[config.mk]
export PLATFORM = sky130hd
export DESIGN_NAME = tape_pulse_bit_encoder
export DESIGN_NICKNAME = d
export VERILOG_FILES = /design/src/hdl/tpbe_pkg.sv /design/src/hdl/tape_pulse_bit_encoder.sv
export SDC_FILE = /design/constraint.sdc
export NUM_CORES = 1
export LEC_CHECK = 0
export ABC_AREA = 1
export BUFFER_PORTS_ARGS = -buffer_cell sky130_fd_sc_hd__buf_4
export CAP_MARGIN = 0
export CORE_ASPECT_RATIO = 1.75
export CORE_MARGIN = 2
export CORE_UTILIZATION = 30
export DETAILED_ROUTE_END_ITERATION = 10
export GPL_ROUTABILITY_DRIVEN = 0
export MAX_ROUTING_LAYER = met4
export PLACE_DENSITY = 0.56
export SYNTH_ARGS = -nofsm -noshare
export SYNTH_HDL_FRONTEND = slang
export SYNTH_SLANG_ARGS = --single-unit
[constraint.sdc]
create_clock -name aclk -period 4.58 [get_ports aclk]
set_input_delay 0.916 -clock aclk [delete_from_list [all_inputs] [get_ports aclk]]
set_output_delay 0.916 -clock aclk [all_outputs]
set_load 0.02 [all_outputs]
[src/hdl/tpbe_pkg.sv]
`timescale 1ns / 1ps

package tpbe_pkg;

    // Request operation codes
    typedef enum logic {
        OP_LOAD = 1'b0,
        OP_TICK = 1'b1
    } op_t;

    // Configuration register indexes
    typedef enum logic [1:0] {
        CFG_FAST_MODE  = 2'd0,
        CFG_HIGH_LEVEL = 2'd1,
        CFG_LOW_LEVEL  = 2'd2
    } cfg_idx_t;

    localparam int CFG_IDX_W  = 2;
    localparam int CFG_DATA_W = 8;
    localparam int SAMPLE_W   = 8;
    localparam int BYTE_W     = 8;

    // Register reset values
    localparam logic [SAMPLE_W-1:0] HIGH_LEVEL_RST = 8'he0;
    localparam logic [SAMPLE_W-1:0] LOW_LEVEL_RST  = 8'h20;

    // Pulse timing: each pulse is a high half then a low half
    localparam logic [3:0] PULSE_HALF       = 4'd7;
    localparam logic [3:0] PULSE_LEN        = 4'd14;
    localparam logic [3:0] ONE_PULSES       = 4'd9;
    localparam logic [3:0] ONE_PULSES_FAST  = 4'd7;
    localparam logic [3:0] ZERO_PULSES      = 4'd4;
    localparam logic [3:0] ZERO_PULSES_FAST = 4'd3;
    localparam logic [5:0] GAP_LEN          = 6'd60;
    localparam logic [5:0] GAP_LEN_FAST     = 6'd20;
    localparam logic [2:0] LAST_BIT         = 3'd7;

    // One result item
    typedef struct packed {
        logic [SAMPLE_W-1:0] sample;
        logic                sample_valid;
        logic                accepted;
        logic                byte_done;
        logic                busy_res;
    } result_t;

endpackage

[src/hdl/tape_pulse_bit_encoder.sv]
`timescale 1ns / 1ps

// Result: a request accepted at a clock edge has its result in the result register on m_* from that edge.
// Throughput: one request per cycle while m_ready holds; the encoder counters and the result register update together.
// s_ready stays high while the result register is empty or being drained at the same edge.
// Reset (aresetn low, synchronous): encoder idle, counters cleared, result register empty,
// fast_mode 0, high_level 0xe0, low_level 0x20.
module tape_pulse_bit_encoder (
    input  logic                               aclk,
    input  logic                               aresetn,
    // Request channel
    input  logic                               s_valid,
    output logic                               s_ready,
    input  logic                               s_operation,
    input  logic [tpbe_pkg::BYTE_W-1:0]        s_data_byte,
    // Result channel
    output logic                               m_valid,
    input  logic                               m_ready,
    output logic [tpbe_pkg::SAMPLE_W-1:0]      m_sample,
    output logic                               m_sample_valid,
    output logic                               m_accepted,
    output logic                               m_byte_done,
    output logic                               m_busy_res,
    // Configuration write port
    input  logic                               cfg_we,
    input  logic [tpbe_pkg::CFG_IDX_W-1:0]     cfg_index,
    input  logic [tpbe_pkg::CFG_DATA_W-1:0]    cfg_wdata
);

    import tpbe_pkg::*;

    // Configuration registers
    logic                fast_mode_reg;
    logic [SAMPLE_W-1:0] high_level_reg;
    logic [SAMPLE_W-1:0] low_level_reg;

    // Encoder state
    logic [BYTE_W-1:0] shift_byte_reg, shift_byte_next;
    logic [2:0]        bit_index_reg, bit_index_next;
    logic [3:0]        pulse_index_reg, pulse_index_next;
    logic [3:0]        phase_index_reg, phase_index_next;
    logic [5:0]        gap_index_reg, gap_index_next;
    logic              in_gap_reg, in_gap_next;
    logic              sending_reg, sending_next;

    // Result register
    logic    out_valid_reg;
    result_t result_reg, result_next;

    logic       accept;
    logic [3:0] pulses;
    logic [5:0] gap_len;
    logic [3:0] phase_inc;
    logic [3:0] pulse_inc;
    logic [5:0] gap_inc;

    assign s_ready = !out_valid_reg || m_ready;
    assign accept  = s_valid && s_ready;

    // Write configuration registers; unknown indexes are dropped
    always_ff @(posedge aclk) begin
        if (!aresetn) begin
            fast_mode_reg  <= 1'b0;
            high_level_reg <= HIGH_LEVEL_RST;
            low_level_reg  <= LOW_LEVEL_RST;
        end else if (cfg_we) begin
            case (cfg_index)
                CFG_FAST_MODE:  fast_mode_reg  <= cfg_wdata[0];
                CFG_HIGH_LEVEL: high_level_reg <= cfg_wdata;
                CFG_LOW_LEVEL:  low_level_reg  <= cfg_wdata;
                default: ;
            endcase
        end
    end

    // Train and gap lengths for the current bit and mode
    always_comb begin
        if (shift_byte_reg[BYTE_W-1]) begin
            pulses = fast_mode_reg ? ONE_PULSES_FAST : ONE_PULSES;
        end else begin
            pulses = fast_mode_reg ? ZERO_PULSES_FAST : ZERO_PULSES;
        end
        gap_len   = fast_mode_reg ? GAP_LEN_FAST : GAP_LEN;
        phase_inc = phase_index_reg + 4'd1;
        pulse_inc = pulse_index_reg + 4'd1;
        gap_inc   = gap_index_reg + 6'd1;
    end

    // Advance the encoder and build the result for one request
    always_comb begin
        shift_byte_next  = shift_byte_reg;
        bit_index_next   = bit_index_reg;
        pulse_index_next = pulse_index_reg;
        phase_index_next = phase_index_reg;
        gap_index_next   = gap_index_reg;
        in_gap_next      = in_gap_reg;
        sending_next     = sending_reg;
        result_next      = '0;

        case (s_operation)
            OP_LOAD: begin
                if (!sending_reg) begin
                    shift_byte_next      = s_data_byte;
                    bit_index_next       = '0;
                    pulse_index_next     = '0;
                    phase_index_next     = '0;
                    gap_index_next       = '0;
                    in_gap_next          = 1'b0;
                    sending_next         = 1'b1;
                    result_next.accepted = 1'b1;
                end
            end
            OP_TICK: begin
                result_next.sample_valid = 1'b1;
                if (!sending_reg) begin
                    result_next.sample = low_level_reg;
                end else if (!in_gap_reg) begin
                    result_next.sample = (phase_index_reg < PULSE_HALF) ? high_level_reg
                                                                        : low_level_reg;
                    phase_index_next = phase_inc;
                    if (phase_inc >= PULSE_LEN) begin
                        phase_index_next = '0;
                        pulse_index_next = pulse_inc;
                        if (pulse_inc >= pulses) begin
                            pulse_index_next = '0;
                            in_gap_next      = 1'b1;
                            gap_index_next   = '0;
                        end
                    end
                end else begin
                    result_next.sample = low_level_reg;
                    gap_index_next     = gap_inc;
                    if (gap_inc >= gap_len) begin
                        gap_index_next = '0;
                        in_gap_next    = 1'b0;
                        if (bit_index_reg >= LAST_BIT) begin
                            bit_index_next        = '0;
                            sending_next          = 1'b0;
                            result_next.byte_done = 1'b1;
                        end else begin
                            bit_index_next  = bit_index_reg + 3'd1;
                            shift_byte_next = {shift_byte_reg[BYTE_W-2:0], 1'b0};
                        end
                    end
                end
            end
            default: ;
        endcase

        result_next.busy_res = sending_next;
    end

    // Update encoder state on each accepted request
    always_ff @(posedge aclk) begin
        if (!aresetn) begin
            shift_byte_reg  <= '0;
            bit_index_reg   <= '0;
            pulse_index_reg <= '0;
            phase_index_reg <= '0;
            gap_index_reg   <= '0;
            in_gap_reg      <= 1'b0;
            sending_reg     <= 1'b0;
        end else if (accept) begin
            shift_byte_reg  <= shift_byte_next;
            bit_index_reg   <= bit_index_next;
            pulse_index_reg <= pulse_index_next;
            phase_index_reg <= phase_index_next;
            gap_index_reg   <= gap_index_next;
            in_gap_reg      <= in_gap_next;
            sending_reg     <= sending_next;
        end
    end

    // Hold the result until taken; load a new one on accept
    always_ff @(posedge aclk) begin
        if (!aresetn) begin
            out_valid_reg <= 1'b0;
        end else if (accept) begin
            out_valid_reg <= 1'b1;
        end else if (m_ready) begin
            out_valid_reg <= 1'b0;
        end
    end

    always_ff @(posedge aclk) begin
        if (accept) begin
            result_reg <= result_next;
        end
    end

    assign m_valid        = out_valid_reg;
    assign m_sample       = result_reg.sample;
    assign m_sample_valid = result_reg.sample_valid;
    assign m_accepted     = result_reg.accepted;
    assign m_byte_done    = result_reg.byte_done;
    assign m_busy_res     = result_reg.busy_res;

`ifndef SYNTH
    // A finished byte leaves the encoder idle
    assert property (@(posedge aclk) disable iff (!aresetn)
        (m_valid && m_byte_done) |-> (!m_busy_res && m_sample_valid))
        else $error("byte_done result reports busy");

    // A taken load is never a sample and always starts a byte
    assert property (@(posedge aclk) disable iff (!aresetn)
        (m_valid && m_accepted) |-> (!m_sample_valid && m_busy_res))
        else $error("accepted load result malformed");

    // The gap phase only exists while a byte is in flight
    assert property (@(posedge aclk) disable iff (!aresetn)
        in_gap_reg |-> sending_reg)
        else $error("gap phase while idle");

    // Phase counter wraps before reaching the pulse length
    assert property (@(posedge aclk) disable iff (!aresetn)
        phase_index_reg < PULSE_LEN)
        else $error("phase counter overran pulse length");

    // A load into an idle encoder starts sending
    assert property (@(posedge aclk) disable iff (!aresetn)
        (accept && (s_operation == OP_LOAD) && !sending_reg) |=> sending_reg)
        else $error("load did not start the encoder");
`endif

endmodule
# Word-level counts from Yosys, hierarchy flattened

Cells that the tools add are included.

Bits in registers: 57
Bits in latches: 0
Memory bits (writable): 0
Bits in read-only memories: 0
Input bits: 24
Output and inout port bits: 14
Word-level logic and storage cells: 105
Memories kept: 0

$add $sub $neg: 4
Multiply operators: 0
Div/mod/pow operators: 0
Order comparisons: 5
Eq/ne operators: 11
Shift-type cells: 0
Mux-type cells: 53
Bitwise logic cells: 1
Reduce and logical (&&, ||, !) cells: 15

Operator list:

| cell                  | number |
|---|---|
| $mux W8               | 8 |
| $mux W6               | 7 |
| $mux W4               | 10 |
| $mux W3               | 6 |
| $pmux W4 S2           | 2 |
| $pmux W8 S2           | 1 |
| $mux W1               | 15 |
| $reduce_and A5 Y1     | 3 |
| $pmux W6 S2           | 1 |
| $add A4 B1 Y4 const B | 2 |
| $ne A2 B1 Y1 const B  | 4 |
| $reduce_and A4 Y1     | 2 |
| $add A6 B1 Y6 const B | 1 |
| $ge A6 B6 Y1          | 1 |
| $ne A2 B2 Y1 const B  | 3 |
| $ne A3 B1 Y1 const B  | 2 |
| $pmux W3 S2           | 1 |
| $reduce_and A2 Y1     | 3 |
| $reduce_and A6 Y1     | 1 |
| $ge A4 B4 Y1          | 1 |
| $ge A4 B4 Y1 const B  | 1 |
| $lt A4 B3 Y1 const B  | 1 |
| $pmux W1 S2           | 2 |
| $add A3 B1 Y3 const B | 1 |
| other kinds (10)      | 10 |

# Depth between registers and ports, before layout

Gate-level depths: netlist of run 1.

Depth after elaboration: 8
Depth in mapped cells: 13

# Worst setup path before layout of run 1

No wires, ideal clock.

Kind: input port to flip-flop
From: input m_ready
To: register shift_byte_reg[2]
Data arrival time: 1.960 ns
Slack: 2.508 ns
Stages on the path: 9
Buffers on the path: 1
Cell sequence: inv_1 > nand2_2 > nand2_2 > or2_4 > a21oi_4 > nand3_4 > buf_6 > nor2_1 > nor2_1

Word-level cells in the longest chain between the ends: 3

RTL lines:

| item                        | RTL line                      | text |
|---|---|---|
| start: declaration          | tape_pulse_bit_encoder.sv:18  | `input logic m_ready,` |
| $logic_or A1 B1 Y1          | tape_pulse_bit_encoder.sv:57  | `assign s_ready = !out_valid_reg \|\| m_ready;` |
| named net s_ready           | tape_pulse_bit_encoder.sv:13  | `output logic s_ready,` |
| $logic_and A1 B1 Y1         | tape_pulse_bit_encoder.sv:58  | `assign accept = s_valid && s_ready;` |
| $reduce_and A6 Y1 (no line) | -                             |  |
| end signal: assignment      | tape_pulse_bit_encoder.sv:164 | `shift_byte_reg <= shift_byte_next;` |
| end: declaration            | tape_pulse_bit_encoder.sv:38  | `logic [BYTE_W-1:0] shift_byte_reg, shift_byte_next;` |

The timed path passes the listed nets, and every way through them passes these cells.
A chain may end at the register's enable or synchronous reset.

# Final worst setup path of run 1

From: input cfg_index[0] (netlist bit)
To: register high_level_reg[3]

Word-level cells in the longest chain between the ends: 2

RTL lines:

| item                        | RTL line                     | text |
|---|---|---|
| start: declaration          | tape_pulse_bit_encoder.sv:26 | `input logic [tpbe_pkg::CFG_IDX_W-1:0] cfg_index,` |
| $eq A2 B1 Y1                | tape_pulse_bit_encoder.sv:67 | `case (cfg_index)` |
| $reduce_and A2 Y1 (no line) | -                            |  |
| end signal: assignment      | tape_pulse_bit_encoder.sv:69 | `CFG_HIGH_LEVEL: high_level_reg <= cfg_wdata;` |
| end: declaration            | tape_pulse_bit_encoder.sv:34 | `logic [SAMPLE_W-1:0] high_level_reg;` |

No other way between the ends.

==> out/results.tsv, run 1 <==
stage	metric	value	unit
run_status	outcome	finished clean	
final_layout	syn2layout_area_growth	23.2	%
floorplanning	num_rows	47	
floorplanning	io_pins	38	
route	dr.pass1.iters	4	
job	cap_violations	0	
route	num_vias	2468	
setup_path	cp-start-kind	primary input	
sta	maxSlewHeadroom	28.3	%
synthesis	seq_area_frac_synth	44.1	%
final_layout	nNetsFinal	460	
power	switchingPower	0.000328	W
sta	slew_viol_final	0	
route	wl_per_cell	12.0	um
grt	grt_pass1_wl	11100	um
place	dp_hpwl	4740	um
synthesis	synth_cell_types	32	
power	clkPwrFrac	46.7	%
cts	clk_path_buf_depth	2	
sta	max_freq	430	MHz
cts	cts-buffers-inserted	9	
grt	grt.total_usage	14.0	%
setup_path	r2r_end	gap_index_reg[2]	
synthesis	synth-seq-cells	57	
cts	htree_levels	3	
floorplanning	die_x	77.8	um
power	power.density	368	nW/um2
floorplanning	core-area	9350	um2
setup_path	crit_arrival	2.55	ns
route	ant_nets	0	
power	p_int	0.000969	W
synthesis	synth_area_leaders	dfxtp_1 32%, edfxtp_1 13%, nand2_1 9.6%	
grt	grt_max_degree	30	
route	drt-total-wl	6540	um
route	routed_via_density	4.51	
synthesis	avgSynthCellArea	7.52	um2
setup_path	r2r.worst_path.cells	10	
sta	setup_tns	0	ns
grt	grt_pass1_vias	2440	
setup_path	crit_end	high_level_reg[3]	
cts	cts.sinks	57	
synthesis	syn_inst	380	
setup_path	startpoint	cfg_index[0]	
cts	cts-resized-gates	0	
min_path	hp-class	reg2reg	
cts	clk_pin_slew	0.05	ns
sta	rsz0062_at_grt	no	
power	p_leak	1.64	nW
setup_path	crit_path_end_kind	flop	
power	share_comb_of_total_power	10.8	%
synthesis	yosys_warnings	0	
sta	clock_skew	0.00702	ns
setup_path	cp.required	4.80	ns
floorplanning	die_area	10400	um2
final_layout	n_antenna_cell	0	
cts	clk_latency	0.33	ns
final_layout	layout-drive-gt1-share	15.1	%
synthesis	synth_top_cell_by_area	dfxtp_1	
place	numPlacedInstances	531	
route	drc	0	
sta	fin_crit_sh	50.8	%
sta	setup_viol	0	
place	numPortBuffers	37	
floorplanning	initial_utilization	30.6	%
power	peakVddDrop	0.000179	V
setup_path	rr_startpoint	fast_mode_reg	
grt	antenna_found_initial	0	
synthesis	netlist_area	2860	um2
setup_path	critPathMaxFanout	9	
floorplanning	fp.dieH	133	um
cts	cts_tree	built	
cts	post-cts-setup-buffer-count	0	
final_layout	fin_util	37.7	%
sta	period_needed	2.33	ns
final_layout	stdcell_count	547	
sta	hold_viol	0	
sta	worstMarginPinSlew	1.07	ns
cts	root_buffer	clkbuf_16	
power	pwr-share-seq	42.6	%
cts	holdBufCountCts	0	
synthesis	synth_top_area_share	31.5	%
setup_path	reg2reg_setup_slack	2.30	ns
grt	grt-ovfl-total	0	
power	swShare	25.3	%
synthesis	synth_nets	420	
final_layout	num-fill-cells	951	
route	dr.first_iter.drc_count	112	
setup_path	crit_type	in2reg	
cells by family (layout without fill, tap and decap cells):
family | count (synthesis) | after routing | share of synthesized area, %
compound gates | 55 | 55 | 10.3
xor+xnor | 5 | 5 | 1.53
fa+ha+maj | 16 | 16 | 7.00
buf+inv | 55 | 100 | 7.61
flops | 57 | 57 | 44.1
simple gates | 192 | 192 | 29.4
power by group through the flow:
stage,Combinational [W],Clock (W),Sequential [W]
after detailed placement,0.000141,0,0.000563
final,0.000140,0.000606,0.000552
after global routing,0.000158,0.000643,0.000555
after global placement,0.000139,0,0.000562
after floorplan,0.0000790,0,0.000570
after CTS,0.000141,0.000619,0.000552
final cells by class:
cell class              count  area (um2)  area share, %
clock buffers              11         243           6.89
clock inverters             5        31.3          0.888
inverters                  47         176           5.01
multi-input cells         268        1380           39.2
flip-flops and latches     57        1260           35.8
well taps                 122         153           4.33
repair buffers             37         278           7.89
cells in the final DEF (no fill, tap or decap), types with 3 or more instances in the layout:
cell type    n
buf_4       37
o21ai_0     30
ha_1        16
xor2_1       4
nand2_1     73
nand4_1      4
clkbuf_16    9
nand3b_1     3
edfxtp_1    12
nand3_1     22
dfxtp_1     45
nor2_1      71
inv_1       45
nand2_2      5
nor3_1       7
clkinvlp_4   3
a21oi_1     18
synthesized netlist by cell type:
master	instances
clkbuf_1	5
xor2_1	4
nand4_1	4
inv_2	1
nand3_4	1
nand3_1	22
a21oi_1	18
nand3_2	1
inv_1	45
buf_1	1
clkinv_1	1
edfxtp_1	12
a31oi_1	1
a21oi_4	1
nand2_1	73
nor4_4	1
o21a_1	1
o21ai_0	30
o21bai_1	2
nand2_2	5
o21ai_1	2
nand3b_1	3
buf_4	1
dfxtp_1	45
nor4_1	1
ha_1	16
xnor2_1	1
nor3_1	7
or2_4	1
nor2_2	2
nor2_1	71
buf_6	1
layer usage:
metal / part of all wire, % / track usage (%) / vias to the layer above / wire length, um
li1: - / - / 1301 / -
met1: 42 / 14.7 / 1098 / 2730
met2: 51 / 23.7 / 53 / 3330
met3: 3.9 / 3.12 / 16 / 256
met4: 3.5 / 8.63 / 0 / 227
met5: 0 / - / - / 0
stage by stage:
step | setup WS, ns | total power, W | area, um2 | hold slack (ns)
final | 2.25 | 0.00130 | 3520 | 0.461
after global routing | 1.96 | 0.00136 | 3520 | 0.489
after CTS | 2.18 | 0.00131 | 3520 | 0.461
after detailed placement | 1.84 | 0.000703 | 3250 | 0.447
after global placement | 1.88 | 0.000701 | 3250 | 0.443
after floorplan | 2.51 | 0.000649 | 2860 | 0.424
critical path, cell delays in order:
cell	delay (ns)
buf_4	0.09
inv_1	0.04
nor3_1	0.84
inv_1	0.39
nor2_1	0.20
nor2_1	0.06
worst min-delay path by stage:
stage                startpoint          endpoint  cells past startpoint
2_1_floorplan  low_level_reg[5]  low_level_reg[5]                      2
3_3_place_gp   low_level_reg[5]  low_level_reg[5]                      2
3_5_place_dp   low_level_reg[5]  low_level_reg[5]                      2
4_1_cts        low_level_reg[5]  low_level_reg[5]                      2
5_1_grt        low_level_reg[5]  low_level_reg[5]                      2
6_report       low_level_reg[5]  low_level_reg[5]                      2
Power figures use the tool's default switching activity.
==> run 2: changes to the inputs <==
clock period = 2.25 ns   (was 4.58 ns; I/O delays follow)
==> run 2 against run 1 <==
Die area unchanged. Register-to-register slack worse by 2.1 ns. Sequential power increased by 100%. Global-route usage increased by 0.17 points. First-iteration DRC count shrank 18%. Highest routed layer unchanged.
==> out/results.tsv, run 2 (synthesis results as in run 1) <==
stage	metric	value	unit
setup_path	crit_arrival	2.30	ns
place	dp_hpwl	4950	um
grt	grt_pass1_vias	2441	
final_layout	mostFrequentLayoutCells	73 x nand2_1, 71 x nor2_1, 45 x inv_1, 45 x dfxtp_1, 45 x buf_4	
power	peakVddDrop	0.000348	V
setup_path	crit_type	reg2reg	
grt	antenna_found_initial	0	
power	clkPwrFrac	48.8	%
sta	maxSlewHeadroom	65.3	%
place	place_area	3310	um2
place	numPlacedInstances	539	
setup_path	crit_path_end_kind	flop	
route	drt-total-wl	6800	um
run_status	outcome	finished clean	
power	switchingPower	0.000676	W
floorplanning	fp.dieH	133	um
route	dr.pass1.iters	4	
grt	grt_max_degree	29	
cts	cts_tree	built	
sta	max_freq	481	MHz
cts	htree_levels	3	
cts	clk_path_buf_depth	2	
power	pwr-share-seq	40.5	%
setup_path	critPathMaxFanout	8	
final_layout	fin_area	3620	um2
cts	cts.sinks	57	
final_layout	fin_util	38.7	%
sta	clock_skew	0.00553	ns
min_path	hp-class	in2reg	
place	dp_slack	0.0732	ns
setup_path	cp-start-kind	flop	
route	dr.first_iter.drc_count	92	
setup_path	rr_startpoint	pulse_index_reg[0]	
route	drc	0	
cts	clk_pin_slew	0.05	ns
route	wl_per_cell	12.2	um
floorplanning	die_x	77.8	um
cts	root_buffer	clkbuf_16	
grt	grt-ovfl-total	0	
power	p_leak	1.70	nW
route	routed_via_density	4.55	
sta	worstMarginPinSlew	0.519	ns
power	share_comb_of_total_power	10.7	%
floorplanning	core-area	9350	um2
route	num_vias	2528	
sta	slew_viol_final	0	
floorplanning	die_area	10400	um2
final_layout	syn2layout_area_growth	26.5	%
sta	whs	0.344	ns
place	numPortBuffers	37	
grt	grt.total_usage	14.2	%
job	cap_violations	0	
final_layout	stdcell_count	555	
final_layout	n_antenna_cell	0	
power	power.density	766	nW/um2
grt	grt_pass1_wl	11200	um
sta	final.setup.worst_slack	0.171	ns
cts	cts-buffers-inserted	9	
power	p_int	0.00210	W
floorplanning	initial_utilization	30.6	%
setup_path	cp.required	2.47	ns
setup_path	startpoint	pulse_index_reg[0]	
final_layout	final_common_cell	nand2_1	
cts	clk_latency	0.33	ns
final_layout	nNetsFinal	468	
sta	fin_crit_sh	92.4	%
route	ant_nets	0	
floorplanning	io_pins	38	
min_path	hp-start	cfg_wdata[5]	
sta	hold_viol	0	
final_layout	layout-drive-gt1-share	17.3	%
floorplanning	num_rows	47	
sta	setup_viol	0	
sta	period_needed	2.08	ns
power	swShare	24.4	%
==> run 2: final cells by class <==
cell class,count,area [um2]
Fill cell,963,5730
Sequential cell,57,1260
Clock buffer,11,243
Tap cell,122,153
Inverter,47,176
Timing Repair Buffer,45,338
Multi-Input combinational cell,268,1390
Clock inverter,5,55.1
==> run 2: power by group through the flow <==
stage,Sequential (W),Clock [W],Combinational [W]
finish,0.00112,0.00135,0.000297
global route,0.00113,0.00142,0.000336
CTS,0.00112,0.00138,0.000300
detailed placement,0.00114,0,0.000299
global placement,0.00114,0,0.000295
floorplan,0.00116,0,0.000161
==> run 2: timing repair <==
item / in CTS / in global routing
hold endpoints to repair: 0 / 0
hold buffers: 0 / 0
gates resized for setup: 0 / 2
setup endpoints to repair: 0 / 6
setup buffers: 0 / 0
==> run 2: metal layers <==
layer	GRT usage (%)	part of all wire (%)	wire, um	up-vias
met5	-	0	0	-
met4	6.94	2.3	153	0
met3	2.91	3.8	258	9
met2	25.0	53	3610	42
met1	14.8	41	2770	1159
li1	-	-	-	1318
==> run 2: worst paths after layout <==
path / slack, ns / to / cells past startpoint
setup / recovery: 0.17 / gap_index_reg[3] / 10
hold / removal: 0.34 / low_level_reg[5] / 3
setup reg to reg: 0.17 / gap_index_reg[3] / 10
hold reg to reg: 0.46 / high_level_reg[7] / 2
==> run 2: critical path: stages, from the launching register on <==
cell	delay [ns]
dfxtp_1	0.40
nand3_1	0.11
xor2_1	0.21
inv_1	0.07
ha_1	0.33
a21oi_1	0.21
nand3_2	0.17
nand3_2	0.16
nand2_2	0.13
o21bai_1	0.14
nor2_1	0.05
==> run 2: stage by stage <==
step                      TNS [ns]  power, W
after CTS                        0   0.00280
final                            0   0.00277
after floorplan                  0   0.00132
after global placement           0   0.00144
after global routing        -0.111   0.00288
after detailed placement         0   0.00144
==> run 3: changes to the inputs <==
==> constraint.sdc (replaced) <==
create_clock -name aclk -period 2.25 [get_ports aclk]
set_input_delay 0 -clock aclk [delete_from_list [all_inputs] [get_ports aclk]]
set_output_delay 0 -clock aclk [all_outputs]
set_load 0.02 [all_outputs]
==> run 3 against run 2 <==
Sequential share of layout area decreased by 1.4 points. Die area unchanged. Critical path depth decreased by 1. Clock power increased by 4%. Utilization increased by 1.7 points.
==> out/results.tsv, run 3 (synthesis results as in run 1) <==
stage	metric	value	unit
run_status	outcome	finished clean	
cts	cts-buffers-inserted	9	
route	wl_per_cell	12.1	um
sta	setup_tns	0	ns
sta	worstMarginPinSlew	0.526	ns
sta	whs	0.00763	ns
final_layout	layout-drive-gt1-share	17.3	%
setup_path	r2r.worst_path.cells	9	
cts	clk_pin_slew	0.05	ns
route	routed_via_density	4.62	
cts	root_buffer	clkbuf_16	
floorplanning	fp.dieH	133	um
sta	hold_viol	0	
setup_path	crit_type	reg2reg	
setup_path	cpMostUsedCell	nand3_1	
setup_path	cpPeakStageDelay	0.41	ns
route	dr.first_iter.drc_count	119	
setup_path	path_buf_inv	1	
route	ant_nets	0	
cts	clk_path_buf_depth	2	
sta	fin_crit_sh	91.3	%
floorplanning	die_x	77.8	um
grt	antenna_found_initial	0	
power	share_comb_of_total_power	11.1	%
setup_path	path_cells	nand3_1, nand3b_1, xor2_2, ha_1, nand3_2, nand2_1, nand3_1, o21ai_0, inv_1	
route	num_vias	2613	
power	switchingPower	0.000697	W
setup_path	crit_arrival	2.13	ns
setup_path	cp.required	2.33	ns
setup_path	rr_startpoint	gap_index_reg[2]	
setup_path	reg2reg_setup_slack	0.20	ns
job	cap_violations	0	
final_layout	mostFrequentLayoutCells	73 x nand2_1, 71 x nor2_1, 45 x inv_1	
setup_path	path_delay_family	simple AND/OR/NAND/NOR gates	
cts	cts_tree	built	
power	power.density	754	nW/um2
grt	grt_pass1_wl	11400	um
setup_path	critPathMaxFanout	5	
grt	grt_pass1_vias	2453	
setup_path	r2r_end	m_busy_res	
final_layout	nNetsFinal	479	
power	power	0.00285	W
sta	max_freq	487	MHz
floorplanning	die_area	10400	um2
min_path	hold_path_end	shift_byte_reg[1]	
power	p_leak	1.76	nW
sta	setup_viol	0	
cts	htree_levels	3	
sta	maxSlewHeadroom	64.7	%
power	pwr-share-seq	39.4	%
sta	clock_skew	0.00902	ns
route	dr.pass1.iters	4	
setup_path	cp.depth	9	
setup_path	crit_path_end_kind	flop	
final_layout	final_common_cell	nand2_1	
final_layout	fin_area	3770	um2
setup_path	cp-start-kind	flop	
sta	period_needed	2.05	ns
floorplanning	num_rows	47	
sta	rsz0062_at_grt	no	
final_layout	n_antenna_cell	0	
floorplanning	core-area	9350	um2
grt	grt.total_usage	14.4	%
power	swShare	24.5	%
place	place_area	3290	um2
place	dp_hpwl	4850	um
grt	grt-ovfl-total	0	
min_path	hp-start	s_data_byte[1]	
power	clkPwrFrac	49.5	%
setup_path	cpMaxStageDelayCell	dfxtp_1	
floorplanning	io_pins	38	
min_path	hp-class	in2reg	
grt	grt_max_degree	29	
power	peakVddDrop	0.000341	V
cts	cts.sinks	57	
place	numPortBuffers	37	
route	drc	0	
sta	slew_viol_final	0	
floorplanning	initial_utilization	30.6	%
route	drt-total-wl	6870	um
cts	clk_latency	0.33	ns
power	p_int	0.00215	W
final_layout	syn2layout_area_growth	32.0	%
min_path	min_path_cells	5	
==> run 3: worst max-delay path by stage <==
stage                             startpoint          endpoint
after floorplan           pulse_index_reg[0]  gap_index_reg[2]
after global placement    pulse_index_reg[0]  gap_index_reg[2]
after detailed placement  pulse_index_reg[0]  gap_index_reg[2]
after CTS                 pulse_index_reg[0]  gap_index_reg[2]
after global routing      pulse_index_reg[0]  gap_index_reg[2]
final                       gap_index_reg[2]        m_busy_res
==> run 3: metal layers <==
metal,vias to the layer above,GRT usage [%],part of all wire [%]
met5,-,-,0
met4,0,8.23,3.1
met3,17,3.25,3.0
met2,42,23.8,53
met1,1212,15.7,41
li1,1342,-,-
==> run 3: cell type report <==
class / instances / area [um2]
fillers: 986 / 5580
clock inverters: 6 / 63.8
repair buffers: 55 / 445
clock buffers: 10 / 250
multi-input cells: 269 / 1420
inverters: 47 / 176
well taps: 122 / 153
flip-flops and latches: 57 / 1260
==> run 3: worst reg2reg max path: cells and delay by family (launching register included) <==
family	cells	cell delay, ns
compound gates	1	0.16
xor+xnor	1	0.18
fa+ha+maj	1	0.30
buf+inv	1	0.06
flops	1	0.41
simple gates	5	0.70
==> run 3: through the flow <==
stage | worst slack (ns) | utilization, % | instances
2_1_floorplan | 0.376 | - | 380
3_3_place_gp | 0.190 | 35.1 | 536
3_5_place_dp | 0.0784 | 35.1 | 536
4_1_cts | 0.0725 | 39.9 | 565
5_1_grt | 0.0546 | 40.4 | 566
6_report | 0.197 | 40.4 | 566
==> run 3: power groups by stage <==
stage          logic, W  registers [W]  clock network, W
2_1_floorplan  0.000161        0.00116                 0
3_3_place_gp   0.000290        0.00114                 0
3_5_place_dp   0.000294        0.00114                 0
4_1_cts        0.000314        0.00112           0.00144
5_1_grt        0.000356        0.00113           0.00148
6_report       0.000316        0.00112           0.00141
==> run 3: what timing repair did <==
action                                 in CTS  in global routing
buffers inserted                            0                  0
resized for setup                           0                  7
setup endpoints to repair                   0                 11
endpoints found under the hold margin      19                  0
hold buffers                               13                  0
